### config.mk
export PLATFORM = sky130hd
export DESIGN_NAME = binary_gcd_lcm_unit_core_flat
export DESIGN_NICKNAME = d
export VERILOG_FILES = /design/src/hw/rtl/bgl_pkg.sv /design/src/hw/rtl/bgl_in_if.sv /design/src/hw/rtl/bgl_out_if.sv /design/src/hw/rtl/binary_gcd_lcm_unit_core.sv /design/src/flat_wrapper.sv
export VERILOG_INCLUDE_DIRS = /design/src /design/src/hw/rtl
export SDC_FILE = /design/constraint.sdc
export NUM_CORES = 1
export LEC_CHECK = 0
export ABC_CLOCK_PERIOD_IN_PS = 6400
export CORE_UTILIZATION = 46
export DETAILED_ROUTE_END_ITERATION = 7
export DONT_BUFFER_PORTS = 1
export PLACE_DENSITY_LB_ADDON = 0.2
export SKIP_CTS_REPAIR_TIMING = 1
export SYNTH_ARGS = -nofsm -noshare
export SYNTH_HDL_FRONTEND = slang
export SYNTH_SLANG_ARGS = --single-unit
### constraint.sdc
create_clock -name i_clk -period 6.4 [get_ports i_clk]
set_clock_uncertainty 0.15 [all_clocks]
set_input_delay 0 -clock i_clk [delete_from_list [all_inputs] [get_ports i_clk]]
set_output_delay 0 -clock i_clk [all_outputs]
set_load 0.02 [all_outputs]
### src/hw/rtl/binary_gcd_lcm_unit_core_defines.svh
// assertion macros shared by the gcd/lcm unit rtl
// no dependencies; included by binary_gcd_lcm_unit_core only
`ifndef BINARY_GCD_LCM_UNIT_CORE_DEFINES_SVH
`define BINARY_GCD_LCM_UNIT_CORE_DEFINES_SVH

// same-cycle implication, checked out of reset
`define BGL_ASSERT_NOW(label, clk, rst_n, ante, cons, msg) \
    label: assert property (@(posedge clk) disable iff (!(rst_n)) (ante) |-> (cons)) \
        else $error(msg);

// next-cycle implication, checked out of reset
`define BGL_ASSERT_NEXT(label, clk, rst_n, ante, cons, msg) \
    label: assert property (@(posedge clk) disable iff (!(rst_n)) (ante) |=> (cons)) \
        else $error(msg);

`endif

### src/hw/rtl/bgl_pkg.sv
// shared constants and types for the binary gcd/lcm unit
// no dependencies
package bgl_pkg;

    localparam int WIDTH_DEFAULT = 32;

    typedef enum logic [2:0] {
        ST_IDLE,
        ST_CHECK,
        ST_STRIP,
        ST_REDUCE,
        ST_SCALE,
        ST_DIVIDE,
        ST_MULT,
        ST_DONE
    } t_state;

endpackage

### src/hw/rtl/bgl_in_if.sv
// operand channel of the binary gcd/lcm unit: valid/ready plus two operands
// depends on bgl_pkg
interface bgl_in_if #(
    parameter int WIDTH = bgl_pkg::WIDTH_DEFAULT
);
    logic             valid;
    logic             ready;
    logic [WIDTH-1:0] x_value;
    logic [WIDTH-1:0] y_value;

    modport source (output valid, output x_value, output y_value, input ready);
    modport sink   (input valid, input x_value, input y_value, output ready);
endinterface

### src/hw/rtl/bgl_out_if.sv
// result channel of the binary gcd/lcm unit: valid/ready plus gcd, lcm, overflow
// depends on bgl_pkg
interface bgl_out_if #(
    parameter int WIDTH = bgl_pkg::WIDTH_DEFAULT
);
    logic             valid;
    logic             ready;
    logic [WIDTH-1:0] gcd_result;
    logic [WIDTH-1:0] lcm_result;
    logic             lcm_overflow;

    modport source (output valid, output gcd_result, output lcm_result,
                    output lcm_overflow, input ready);
    modport sink   (input valid, input gcd_result, input lcm_result,
                    input lcm_overflow, output ready);
endinterface

### src/hw/rtl/binary_gcd_lcm_unit_core.sv
// Binary (Stein) gcd and lcm of two unsigned WIDTH-bit operands. One item is
// taken at a time: i_in.ready is high only while the unit is idle, and the
// result sits in an output register, so a new item can be accepted while the
// previous result waits. The reduce loop's subtracts, the divide and the
// multiply share one WIDTH+2 bit add/subtract unit under a small sequencer:
// common factors of two are stripped one per cycle, then each cycle either
// halves y, swaps x and y, or subtracts, the gcd is rescaled, y is divided
// by the gcd with a restoring divider, and x times the quotient is formed
// by shift-and-add. An item with a zero operand skips the loops and goes
// from the check straight to the result; otherwise the time an item takes
// is set by the data-dependent reduce loop. lcm_result keeps the low WIDTH
// bits and lcm_overflow flags a product that does not fit.
// depends on bgl_pkg, bgl_in_if, bgl_out_if and the defines header
`include "binary_gcd_lcm_unit_core_defines.svh"

module binary_gcd_lcm_unit_core #(
    parameter int WIDTH = bgl_pkg::WIDTH_DEFAULT
) (
    input  logic      i_clk,
    input  logic      i_rst_n,
    bgl_in_if.sink    i_in,
    bgl_out_if.source o_out
);

    localparam int CW = $clog2(WIDTH + 1);

    bgl_pkg::t_state r_state, n_state;

    logic [WIDTH-1:0] r_x, n_x;
    logic [WIDTH-1:0] r_y, n_y;
    logic [WIDTH-1:0] r_x0, n_x0;
    logic [WIDTH-1:0] r_y0, n_y0;
    logic [WIDTH-1:0] r_g, n_g;
    logic [WIDTH-1:0] r_rem, n_rem;
    logic [WIDTH-1:0] r_hi, n_hi;
    logic [CW-1:0]    r_shared, n_shared;
    logic [CW-1:0]    r_cnt, n_cnt;

    logic             r_out_valid, n_out_valid;
    logic [WIDTH-1:0] r_gcd_out, n_gcd_out;
    logic [WIDTH-1:0] r_lcm_out, n_lcm_out;
    logic             r_ovf_out, n_ovf_out;

    // shared add/subtract unit; for subtract the top bit is the borrow
    logic [WIDTH:0]   u_a;
    logic [WIDTH:0]   u_b;
    logic             u_sub;
    logic [WIDTH+1:0] u_sum;
    logic             u_borrow;

    assign u_sum = {1'b0, u_a} + ({1'b0, u_b} ^ {(WIDTH + 2){u_sub}})
                 + (WIDTH + 2)'(u_sub);
    assign u_borrow = u_sum[WIDTH+1];

    assign i_in.ready         = (r_state == bgl_pkg::ST_IDLE);
    assign o_out.valid        = r_out_valid;
    assign o_out.gcd_result   = r_gcd_out;
    assign o_out.lcm_result   = r_lcm_out;
    assign o_out.lcm_overflow = r_ovf_out;

    always_ff @(posedge i_clk) begin
        if (!i_rst_n) begin
            r_state     <= bgl_pkg::ST_IDLE;
            r_out_valid <= 1'b0;
        end else begin
            r_state     <= n_state;
            r_out_valid <= n_out_valid;
        end
    end

    always_ff @(posedge i_clk) begin
        r_x       <= n_x;
        r_y       <= n_y;
        r_x0      <= n_x0;
        r_y0      <= n_y0;
        r_g       <= n_g;
        r_rem     <= n_rem;
        r_hi      <= n_hi;
        r_shared  <= n_shared;
        r_cnt     <= n_cnt;
        r_gcd_out <= n_gcd_out;
        r_lcm_out <= n_lcm_out;
        r_ovf_out <= n_ovf_out;
    end

    always_comb begin
        n_state     = r_state;
        n_x         = r_x;
        n_y         = r_y;
        n_x0        = r_x0;
        n_y0        = r_y0;
        n_g         = r_g;
        n_rem       = r_rem;
        n_hi        = r_hi;
        n_shared    = r_shared;
        n_cnt       = r_cnt;
        n_gcd_out   = r_gcd_out;
        n_lcm_out   = r_lcm_out;
        n_ovf_out   = r_ovf_out;
        n_out_valid = r_out_valid;
        u_a         = '0;
        u_b         = '0;
        u_sub       = 1'b0;

        if (r_out_valid && o_out.ready) begin
            n_out_valid = 1'b0;
        end

        unique case (r_state)
            bgl_pkg::ST_IDLE: begin
                if (i_in.valid) begin
                    n_x      = i_in.x_value;
                    n_y      = i_in.y_value;
                    n_x0     = i_in.x_value;
                    n_y0     = i_in.y_value;
                    n_shared = '0;
                    n_state  = bgl_pkg::ST_CHECK;
                end
            end
            bgl_pkg::ST_CHECK: begin
                if (r_x == '0 || r_y == '0) begin
                    // gcd is the other operand, lcm is zero
                    n_g     = r_x | r_y;
                    n_y     = '0;
                    n_hi    = '0;
                    n_state = bgl_pkg::ST_DONE;
                end else begin
                    n_state = bgl_pkg::ST_STRIP;
                end
            end
            bgl_pkg::ST_STRIP: begin
                if (r_x[0] || r_y[0]) begin
                    if (!r_x[0]) begin
                        n_x = r_y;
                        n_y = r_x;
                    end
                    n_state = bgl_pkg::ST_REDUCE;
                end else begin
                    n_x      = r_x >> 1;
                    n_y      = r_y >> 1;
                    n_shared = r_shared + 1'b1;
                end
            end
            bgl_pkg::ST_REDUCE: begin
                u_a   = {1'b0, r_y};
                u_b   = {1'b0, r_x};
                u_sub = 1'b1;
                priority if (r_y == '0) begin
                    n_state = bgl_pkg::ST_SCALE;
                end else if (!r_y[0]) begin
                    n_y = r_y >> 1;
                end else if (u_borrow) begin
                    // y below x: swap so the next cycle subtracts the smaller
                    n_x = r_y;
                    n_y = r_x;
                end else begin
                    n_y = u_sum[WIDTH-1:0];
                end
            end
            bgl_pkg::ST_SCALE: begin
                n_g     = r_x << r_shared;
                n_y     = r_y0;
                n_rem   = '0;
                n_hi    = '0;
                n_cnt   = '0;
                n_state = bgl_pkg::ST_DIVIDE;
            end
            bgl_pkg::ST_DIVIDE: begin
                // restoring division, quotient bits shift into r_y
                u_a   = {r_rem, r_y[WIDTH-1]};
                u_b   = {1'b0, r_g};
                u_sub = 1'b1;
                if (u_borrow) begin
                    n_rem = u_a[WIDTH-1:0];
                end else begin
                    n_rem = u_sum[WIDTH-1:0];
                end
                n_y   = {r_y[WIDTH-2:0], ~u_borrow};
                n_cnt = r_cnt + 1'b1;
                if (r_cnt == CW'(WIDTH - 1)) begin
                    n_cnt   = '0;
                    n_state = bgl_pkg::ST_MULT;
                end
            end
            bgl_pkg::ST_MULT: begin
                // shift-and-add, low product half replaces the quotient
                u_a   = {1'b0, r_hi};
                u_b   = r_y[0] ? {1'b0, r_x0} : '0;
                u_sub = 1'b0;
                n_hi  = u_sum[WIDTH:1];
                n_y   = {u_sum[0], r_y[WIDTH-1:1]};
                n_cnt = r_cnt + 1'b1;
                if (r_cnt == CW'(WIDTH - 1)) begin
                    n_state = bgl_pkg::ST_DONE;
                end
            end
            bgl_pkg::ST_DONE: begin
                if (!r_out_valid || o_out.ready) begin
                    n_gcd_out   = r_g;
                    n_lcm_out   = r_y;
                    n_ovf_out   = |r_hi;
                    n_out_valid = 1'b1;
                    n_state     = bgl_pkg::ST_IDLE;
                end
            end
            default: begin
                n_state = bgl_pkg::ST_IDLE;
            end
        endcase
    end

    `BGL_ASSERT_NOW(a_reduce_x_odd, i_clk, i_rst_n,
        r_state == bgl_pkg::ST_REDUCE, r_x[0], "x even in reduce loop")
    `BGL_ASSERT_NOW(a_divisor_nonzero, i_clk, i_rst_n,
        r_state == bgl_pkg::ST_DIVIDE, r_g != '0, "division by zero gcd")
    `BGL_ASSERT_NEXT(a_accept_leaves_idle, i_clk, i_rst_n,
        i_in.valid && i_in.ready, r_state == bgl_pkg::ST_CHECK, "accepted item not started")

endmodule

### src/flat_wrapper.sv
// flat-port wrapper written by rule: the top's interface ports become plain ports
module binary_gcd_lcm_unit_core_flat 
#(
    parameter int WIDTH = bgl_pkg::WIDTH_DEFAULT
)
  (i_clk, i_rst_n, i_in_valid, i_in_x_value, i_in_y_value, i_in_ready, o_out_valid, o_out_gcd_result, o_out_lcm_result, o_out_lcm_overflow, o_out_ready);
  bgl_in_if #(.WIDTH(WIDTH)) i_in_i ();
  bgl_out_if #(.WIDTH(WIDTH)) o_out_i ();
  input  logic i_clk;
  input  logic i_rst_n;
  input wire logic [$bits(i_in_i.valid)-1:0] i_in_valid;
  input wire logic [$bits(i_in_i.x_value)-1:0] i_in_x_value;
  input wire logic [$bits(i_in_i.y_value)-1:0] i_in_y_value;
  output wire logic [$bits(i_in_i.ready)-1:0] i_in_ready;
  output wire logic [$bits(o_out_i.valid)-1:0] o_out_valid;
  output wire logic [$bits(o_out_i.gcd_result)-1:0] o_out_gcd_result;
  output wire logic [$bits(o_out_i.lcm_result)-1:0] o_out_lcm_result;
  output wire logic [$bits(o_out_i.lcm_overflow)-1:0] o_out_lcm_overflow;
  input wire logic [$bits(o_out_i.ready)-1:0] o_out_ready;
  assign i_in_i.valid = i_in_valid;
  assign i_in_i.x_value = i_in_x_value;
  assign i_in_i.y_value = i_in_y_value;
  assign i_in_ready = i_in_i.ready;
  assign o_out_valid = o_out_i.valid;
  assign o_out_gcd_result = o_out_i.gcd_result;
  assign o_out_lcm_result = o_out_i.lcm_result;
  assign o_out_lcm_overflow = o_out_i.lcm_overflow;
  assign o_out_i.ready = o_out_ready;
  binary_gcd_lcm_unit_core #(.WIDTH(WIDTH)) u_core (.i_clk(i_clk), .i_rst_n(i_rst_n), .i_in(i_in_i), .o_out(o_out_i));
endmodule
==> results.md, run 1 <==
- Synth Flop Type: edfxtp_1
- Reg2Reg Depth: 16
- Synthesis Warnings: 0
- Yosys reg bits: 305
- Pwr dens: about 340 mW/mm2
- Status: complete, but fails checks
- RSZ-0062 raised after global routing: false
- Pleak: about 7.2 nW
- Worst-Skew Late Latency: 570 ps
- Final ANT Viol Nets: 0
- Crit-path slowest cell: dfxtp_2
- Reg-to-Reg End: u_core.r_x[2]
- Combinational share of power: 0.237
- Synthesis-to-finish area growth: 15.2%
- Required time worst endpoint: 6450 ps
- Most numerous cell in the Yosys netlist: edfxtp_1
- Core area: 0.0380 mm2
- Largest fanout on the critical path: 34
- Crit path time final: 5880 ps
- Worst-Margin Slew: around 1300 ps
- Largest cells by area after synthesis: edfxtp_1 50%, a22o_1 4.6%, o21ai_0 4.0%
- Root buffer cell: clkbuf_16
- Sequential Power Share: 0.450
- Final Hold Violating Endpoints: 0
- Initial antenna violation count: 4
- Worst-path clk slew: 60 ps
- CTS tree: done
- Starting DRT DRC Count: 2136
- Chip width: 199 um
- Netlist Area Pre-Place: 0.0179 mm2
- Worst-case clock buffer depth: 3
- Min-Delay Endpoint: u_core.r_y0[12]
- Largest net degree at the start of global routing: 65
- Period utilisation layout: 0.919
- WP buf/inv: 3
- Vias in the first global route: 13611
- Min-delay src: i_in_y_value[12]
- Slew Limit Fails: 0
- Relative slew slack: 0.127
- DR pass1 iterations: 8
- Syn_nets: around 1800
- Num ports: 135
- CTS Sinks: 305
- Peak per-stage delay on the critical path: 790 ps
- Setup TNS: 0 ps
- Syn Area/Cell: roughly 11 um2
- Starting Density: 0.471
- Routed len/inst: 29.6 um
- Synth unique cells: 72
- Vias per inst: 6.80
- R2R setup slack: 520 ps
- Failing checks: DRC
- DIE HEIGHT: ~200 um
- Core Util, Final: 0.543
- Max-cap violations: 0
- Reg2reg start: u_core.r_state[2]
- Multi-input gate area: 0.00804 mm2
- Gr usage total: 0.329
- Cell accounting for the most synthesized area: edfxtp_1
- # fillers: 3345
- Routed WL: 66100 um
- DRC viols: 3
- Sequential Area: ~0.0091 mm2
- First-pass GRT wire length: 94200 um
- CP top delay family: compound AO/OA/AOI/OAI gates
- Startpoint types: register
- TritonCTS Buffers: 36
- Via count: 15179
- Share of cells above drive strength 1: 0.0909
- CP Launch Point: u_core.r_state[2]
- Post-synth EDFFs: between 300 and 400
- Power share of the clock group: 0.314
- CP cell instances: inv_1, nand3_1, nand2_1, buf_4, a22o_1, ha_1, a21oi_1, o2bb2ai_1, o22ai_1, o211a_1, and2_1, o21ai_4, o21ai_0, nand2_1, nor2_2, buf_4
- Top-area cell type share of the netlist area: 0.505
- Fmax: between 0.15 and 0.2 GHz
- Final setup viols: 0
- Ys async rst share: 0
- Nets@finish: approximately 1800
- Pint: 0.00449 W
- Psw: roughly 0.0025 W
- Worst path arrival time: 5930 ps
- Post-synth top cells: 301 x edfxtp_1, 143 x o21ai_0, 140 x nand2_1
- Post-synthesis cell count: 1661
- Register area share after synthesis: 0.509
- WHS Path Cells: 1
- # rows: 71
- HP Class: input pin to register
- Switch share: 0.358
- Die area: a little under 0.04 mm2
- H-tree depth: 2
- IO Port Bufs: 0
- Crit end category: register
- Post-DP HPWL: 45600 um
- GP Congestion: 0.991
- Maximum VDD drop: between 0.0002 and 0.0003 V
- Setup Crit Path Kind: register to register
- Grt total ovfl: 0
[per-stage QoR]
stage          hold slack (ps)  setup slack, ps  cell area (um2)  instances  power [W]
6_report                  2.95              519            20600       2232    0.00700
2_1_floorplan            -51.1              464            17900       1661    0.00395
5_1_grt                   1.24              320            20600       2232    0.00718
4_1_cts                   -647              553            19500       2114    0.00686
3_5_place_dp             -51.0              591            18300       2050    0.00467
3_3_place_gp             -51.0              679            18300       2050    0.00466
[state kept, by name (all words and copies together) (netlist names)]
| name | count |
|---|---|
| u_core.r_shared | 6 |
| u_core.r_y0 | 32 |
| u_core.r_x0 | 32 |
| u_core.o_out.lcm_result | 32 |
| u_core.r_y | 32 |
| u_core.r_hi | 32 |
| u_core.r_g | 32 |
| u_core.o_out.gcd_result | 32 |
| u_core.r_rem | 32 |
| u_core.r_x | 32 |
| u_core.r_cnt | 6 |
| u_core.r_state | 3 |
| u_core.o_out.valid | 1 |
| u_core.o_out.lcm_overflow | 1 |
[worst max path at each step]
stage | slack, ps | endpoint | cells after the start
after detailed placement | 590 | u_core.r_x[24] | 14
after global routing | 320 | u_core.r_x[1] | 16
final | 520 | u_core.r_x[2] | 16
after floorplan | 460 | u_core.r_x[10] | 18
after CTS | 550 | u_core.r_x[2] | 14
after global placement | 680 | u_core.r_x[24] | 14
[layout make-up]
class,instances,share of cell area
sequential,305,0.442
clock buffer,41,0.0445
timing repair buffer,154,0.0698
clock inverter,23,0.0150
tap,511,0.0310
inverter,42,0.00764
antenna,4,0.000485
multi-input combinational,1152,0.389
[layout by cell type (no fill, tap or decap), types with 22 or more instances in the layout]
cell and n:
inv_1 40, nand2_1 140, dlygate4sd3_1 114, nor2_1 105
a21oi_1 87, buf_4 40, a222oi_1 31, clkbuf_16 36
a21o_1 24, nor4_1 24, a22o_1 95, ha_1 34
a221oi_1 23, xnor2_1 22, edfxtp_1 301, o21bai_1 29
and2_1 35, mux2i_1 40, o21ai_0 141, a22oi_1 32
o211ai_1 50
[worst register-to-register path, stage by stage, from the launching register on]
cell	delay, ps
dfxtp_2	790
inv_1	380
nand3_1	260
nand2_1	570
buf_4	430
a22o_1	270
ha_1	390
a21oi_1	370
o2bb2ai_1	150
o22ai_1	240
o211a_1	190
and2_1	280
o21ai_4	110
o21ai_0	240
nand2_1	130
nor2_2	130
buf_4	430
[power groups by stage]
stage | Clock, W | Sequential (W) | Combinational, W
after CTS | 0.00221 | 0.00311 | 0.00154
after global placement | 0 | 0.00314 | 0.00152
final | 0.00219 | 0.00315 | 0.00166
after floorplan | 0 | 0.00273 | 0.00122
after detailed placement | 0 | 0.00314 | 0.00153
after global routing | 0.00228 | 0.00313 | 0.00176
[metal layers]
metal | global-route usage | share of wire | up-vias
met1 | 0.442 | 0.40 | 7443
met5 | 0 | 0 | -
met2 | 0.500 | 0.45 | 1021
li1 | - | - | 6549
met3 | 0.0672 | 0.098 | 166
met4 | 0.174 | 0.052 | 0
[cells by family (layout without fill, tap and decap cells)]
family	after synthesis	count (layout)	share of synthesized area
fa+ha+maj	35	35	0.0249
other cells	0	4	0
mux	69	69	0.0531
xor+xnor	38	38	0.0196
flops	305	305	0.509
simple gates	396	396	0.104
compound gates	614	614	0.244
buf+inv	204	260	0.0458
Power figures use the tool's default switching activity.
==> run 2, diff against run 1 <==
ABC_AREA = 1   (was not set)
GPL_TIMING_DRIVEN = 0   (was not set)
==> results.md, run 2 <==
- Routed len/inst: about 30 um
- Largest family of logic cells by synthesized area: simple AND/OR/NAND/NOR gates
- Commonest non-fill, non-tap cell in the layout: nand2_1
- Psw: between 0.004 and 0.005 W
- Via count: 17990
- Placed instance area: 0.0188 mm2
- Post-synth top cells: 578 x nand2_1, 301 x edfxtp_1, 207 x o21ai_0
- Worst-case clock buffer depth: 3
- Yosys reg bits: 305
- Min-delay src: i_in_x_value[31]
- Crit-path slowest cell: clkbuf_1
- Netlist Area Pre-Place: 0.0179 mm2
- Grt total ovfl: 0
- WP buf/inv: 10
- Register area share after synthesis: 0.509
- Largest fanout on the critical path: 10
- HP Class: input pin to register
- Crit end category: register
- Sequential Power Share: 0.398
- CP cell instances: buf_6, inv_2, buf_6, nor2_4, inv_1, nor2_4, clkinvlp_4, nor2_1, clkbuf_1, nand2_1, o21ai_0, ha_1, a21oi_1, o21ai_0, a21oi_1, o21ai_0, nand2_1, nand3_2, o21ai_0, inv_1, nor3_2, buf_6, buf_6, buf_6
- Post-synthesis xor/xnor area fraction: 0.0103
- Setup TNS: 0 ps
- Gr usage total: 0.415
- Min-Delay Endpoint: u_core.r_x0[31]
- Final setup margin: around 220 ps
- Crit path time final: 6180 ps
- Simple-gate area share of the yosys netlist: 0.222
- # fillers: 3525
- Largest cells by area after synthesis: edfxtp_1 50%, nand2_1 12%, o21ai_0 5.8%
- Synth unique cells: 45
- Required time worst endpoint: 6540 ps
- Post-synth EDFFs: about 300
- Pint: 0.00489 W
- Post-DP HPWL: 64700 um
- CTS tree: done
- Setup Crit Path Kind: register to register
- Synthesis-to-finish area growth: 17.8%
- Dpl cells: 2628
- Placement Setup Slack: 135 ps
- Top-area cell type share of the netlist area: 0.504
- WHS Path Cells: 1
- GP Congestion: 1.00
- Post-synthesis cell count: 2101
- Ys async rst share: 0
- Core area: 0.0380 mm2
- Power share of the clock group: 0.232
- Most numerous cell in the Yosys netlist: nand2_1
- Starting Density: 0.472
- Synthesis Warnings: 0
- Syn Area/Cell: 8.54 um2
- R2R setup slack: 220 ps
- Slew Limit Fails: 0
- Final ANT Viol Nets: 0
- Critical path's most frequent cell: buf_6
- RSZ-0062 raised after global routing: false
- Final Hold Violating Endpoints: 1
- H-tree depth: 2
- Design area: 0.0211 mm2
- Starting DRT DRC Count: about 2500
- Worst-Skew Late Latency: 580 ps
- Post-synthesis mux area share: 0.0123
- Fin Hold WS: -6.50 ps
- Vias per inst: around 6.4
- Commonest cells after routing, fill and taps aside: 575 x nand2_1, 301 x edfxtp_1, 207 x o21ai_0
- Reg-to-Reg End: u_core.r_x[28]
- Worst-path clk slew: 70 ps
- Initial antenna violation count: 5
- Peak per-stage delay on the critical path: 560 ps
- DIE HEIGHT: 199 um
- DR pass1 iterations: 6
- Syn_nets: 2204
- Relative slew slack: 0.279
- Nets@finish: 2372
- IO Port Bufs: 0
- Final std cells w/o fill: 2810
- Status: complete, but fails checks
- Failing checks: hold timing
- Routed WL: 83800 um
- Maximum VDD drop: 0.000397 V
- Reg2Reg Depth: 24
- TritonCTS Buffers: 36
- CP top delay family: buffers and inverters
- Switch share: 0.463
- Synth Area in Compound Gates: 0.158
- Final setup viols: 0
- Cell accounting for the most synthesized area: edfxtp_1
- # rows: between 70 and 80
- Adder-cell share of the synthesized area: 0.0248
- Num ports: between 100 and 150
- Fmax: roughly 0.16 GHz
- Period utilisation layout: 0.965
- Combinational share of power: 0.370
- Vias in the first global route: approximately 16000
- Worst path arrival time: 6320 ps
- Pwr dens: 431 mW/mm2
- Pleak: 8.03 nW
- Reg2reg start: u_core.r_state[2]
- Worst-Margin Slew: about 1100 ps
- Max-cap violations: 0
- Largest net degree at the start of global routing: 33
- Root buffer cell: clkbuf_16
- Die area: between 0.03 and 0.04 mm2
- DRC viols: 0
- CTS Sinks: 305
- Synth Flop Type: edfxtp_1
- Startpoint types: register
- Chip width: 199 um
- Share of cells above drive strength 1: 0.0575
- First-pass GRT wire length: 114000 um
-- run 2: cell count changes after synthesis, moves of 33 or more --
cell,change
and2_1,-33
nor2_1,+54
o21ai_0,+64
nand2_1,+438
inv_1,+130
nand3_1,+111
clkbuf_1,-43
a22o_1,-95
-- run 2: how the worst max path moves through the flow --
stage,from,to,slack (ps),cells past startpoint
after floorplan,u_core.r_state[2],u_core.r_x[10],610,21
after global placement,u_core.r_state[2],u_core.r_x[26],-2600,21
after detailed placement,u_core.r_state[2],u_core.r_x[26],140,24
after CTS,u_core.r_state[2],u_core.r_x[24],110,24
after global routing,u_core.r_state[2],u_core.r_x[28],140,24
final,u_core.r_state[2],u_core.r_x[28],220,24
-- run 2: logic make-up (layout without fill, tap and decap cells) --
logic type                 after synthesis  in the layout
buffers and inverters                  288            484
and+or+nand+nor                        954            954
other                                    0              2
AOI/OAI and AO/OA                      476            476
adders and majority gates               35             35
xor gates and xnor gates                21             21
DFF                                    305            305
muxes                                   22             22
-- run 2: power groups by stage --
stage | Combinational, W | Sequential (W) | Clock (W)
finish | 0.00337 | 0.00362 | 0.00211
global route | 0.00354 | 0.00357 | 0.00218
CTS | 0.00315 | 0.00351 | 0.00210
detailed placement | 0.00313 | 0.00355 | 0
global placement | 0.00305 | 0.00360 | 0
floorplan | 0.00192 | 0.00311 | 0
-- run 2: cell type report --
type | instances | area, um2 | share of cell area
clock buffers | 39 | 912 | 0.0432
well taps | 511 | 639 | 0.0303
inverters | 178 | 672 | 0.0318
diodes | 2 | 5.00 | 0.000237
plain buffers | 110 | 477 | 0.0226
multi-input cells | 1508 | 7710 | 0.365
flip-flops and latches | 305 | 9120 | 0.432
clock inverters | 27 | 259 | 0.0123
repair buffers | 130 | 1330 | 0.0629
-- run 2: routing by layer --
metal	wire, um	vias to the layer above	track usage
met5	23	-	0
met4	7040	4	0.292
met3	9720	367	0.112
met2	37100	1399	0.641
met1	29900	8485	0.503
li1	-	7735	-
-- run 2: per-stage QoR --
stage | hold slack (ps) | util | total power (W)
finish | -6.50 | 0.555 | 0.00910
global route | 1.08 | 0.555 | 0.00928
CTS | -647 | 0.525 | 0.00876
detailed placement | -51.0 | 0.494 | 0.00668
global placement | -51.0 | 0.488 | 0.00665
floorplan | -51.1 | - | 0.00503
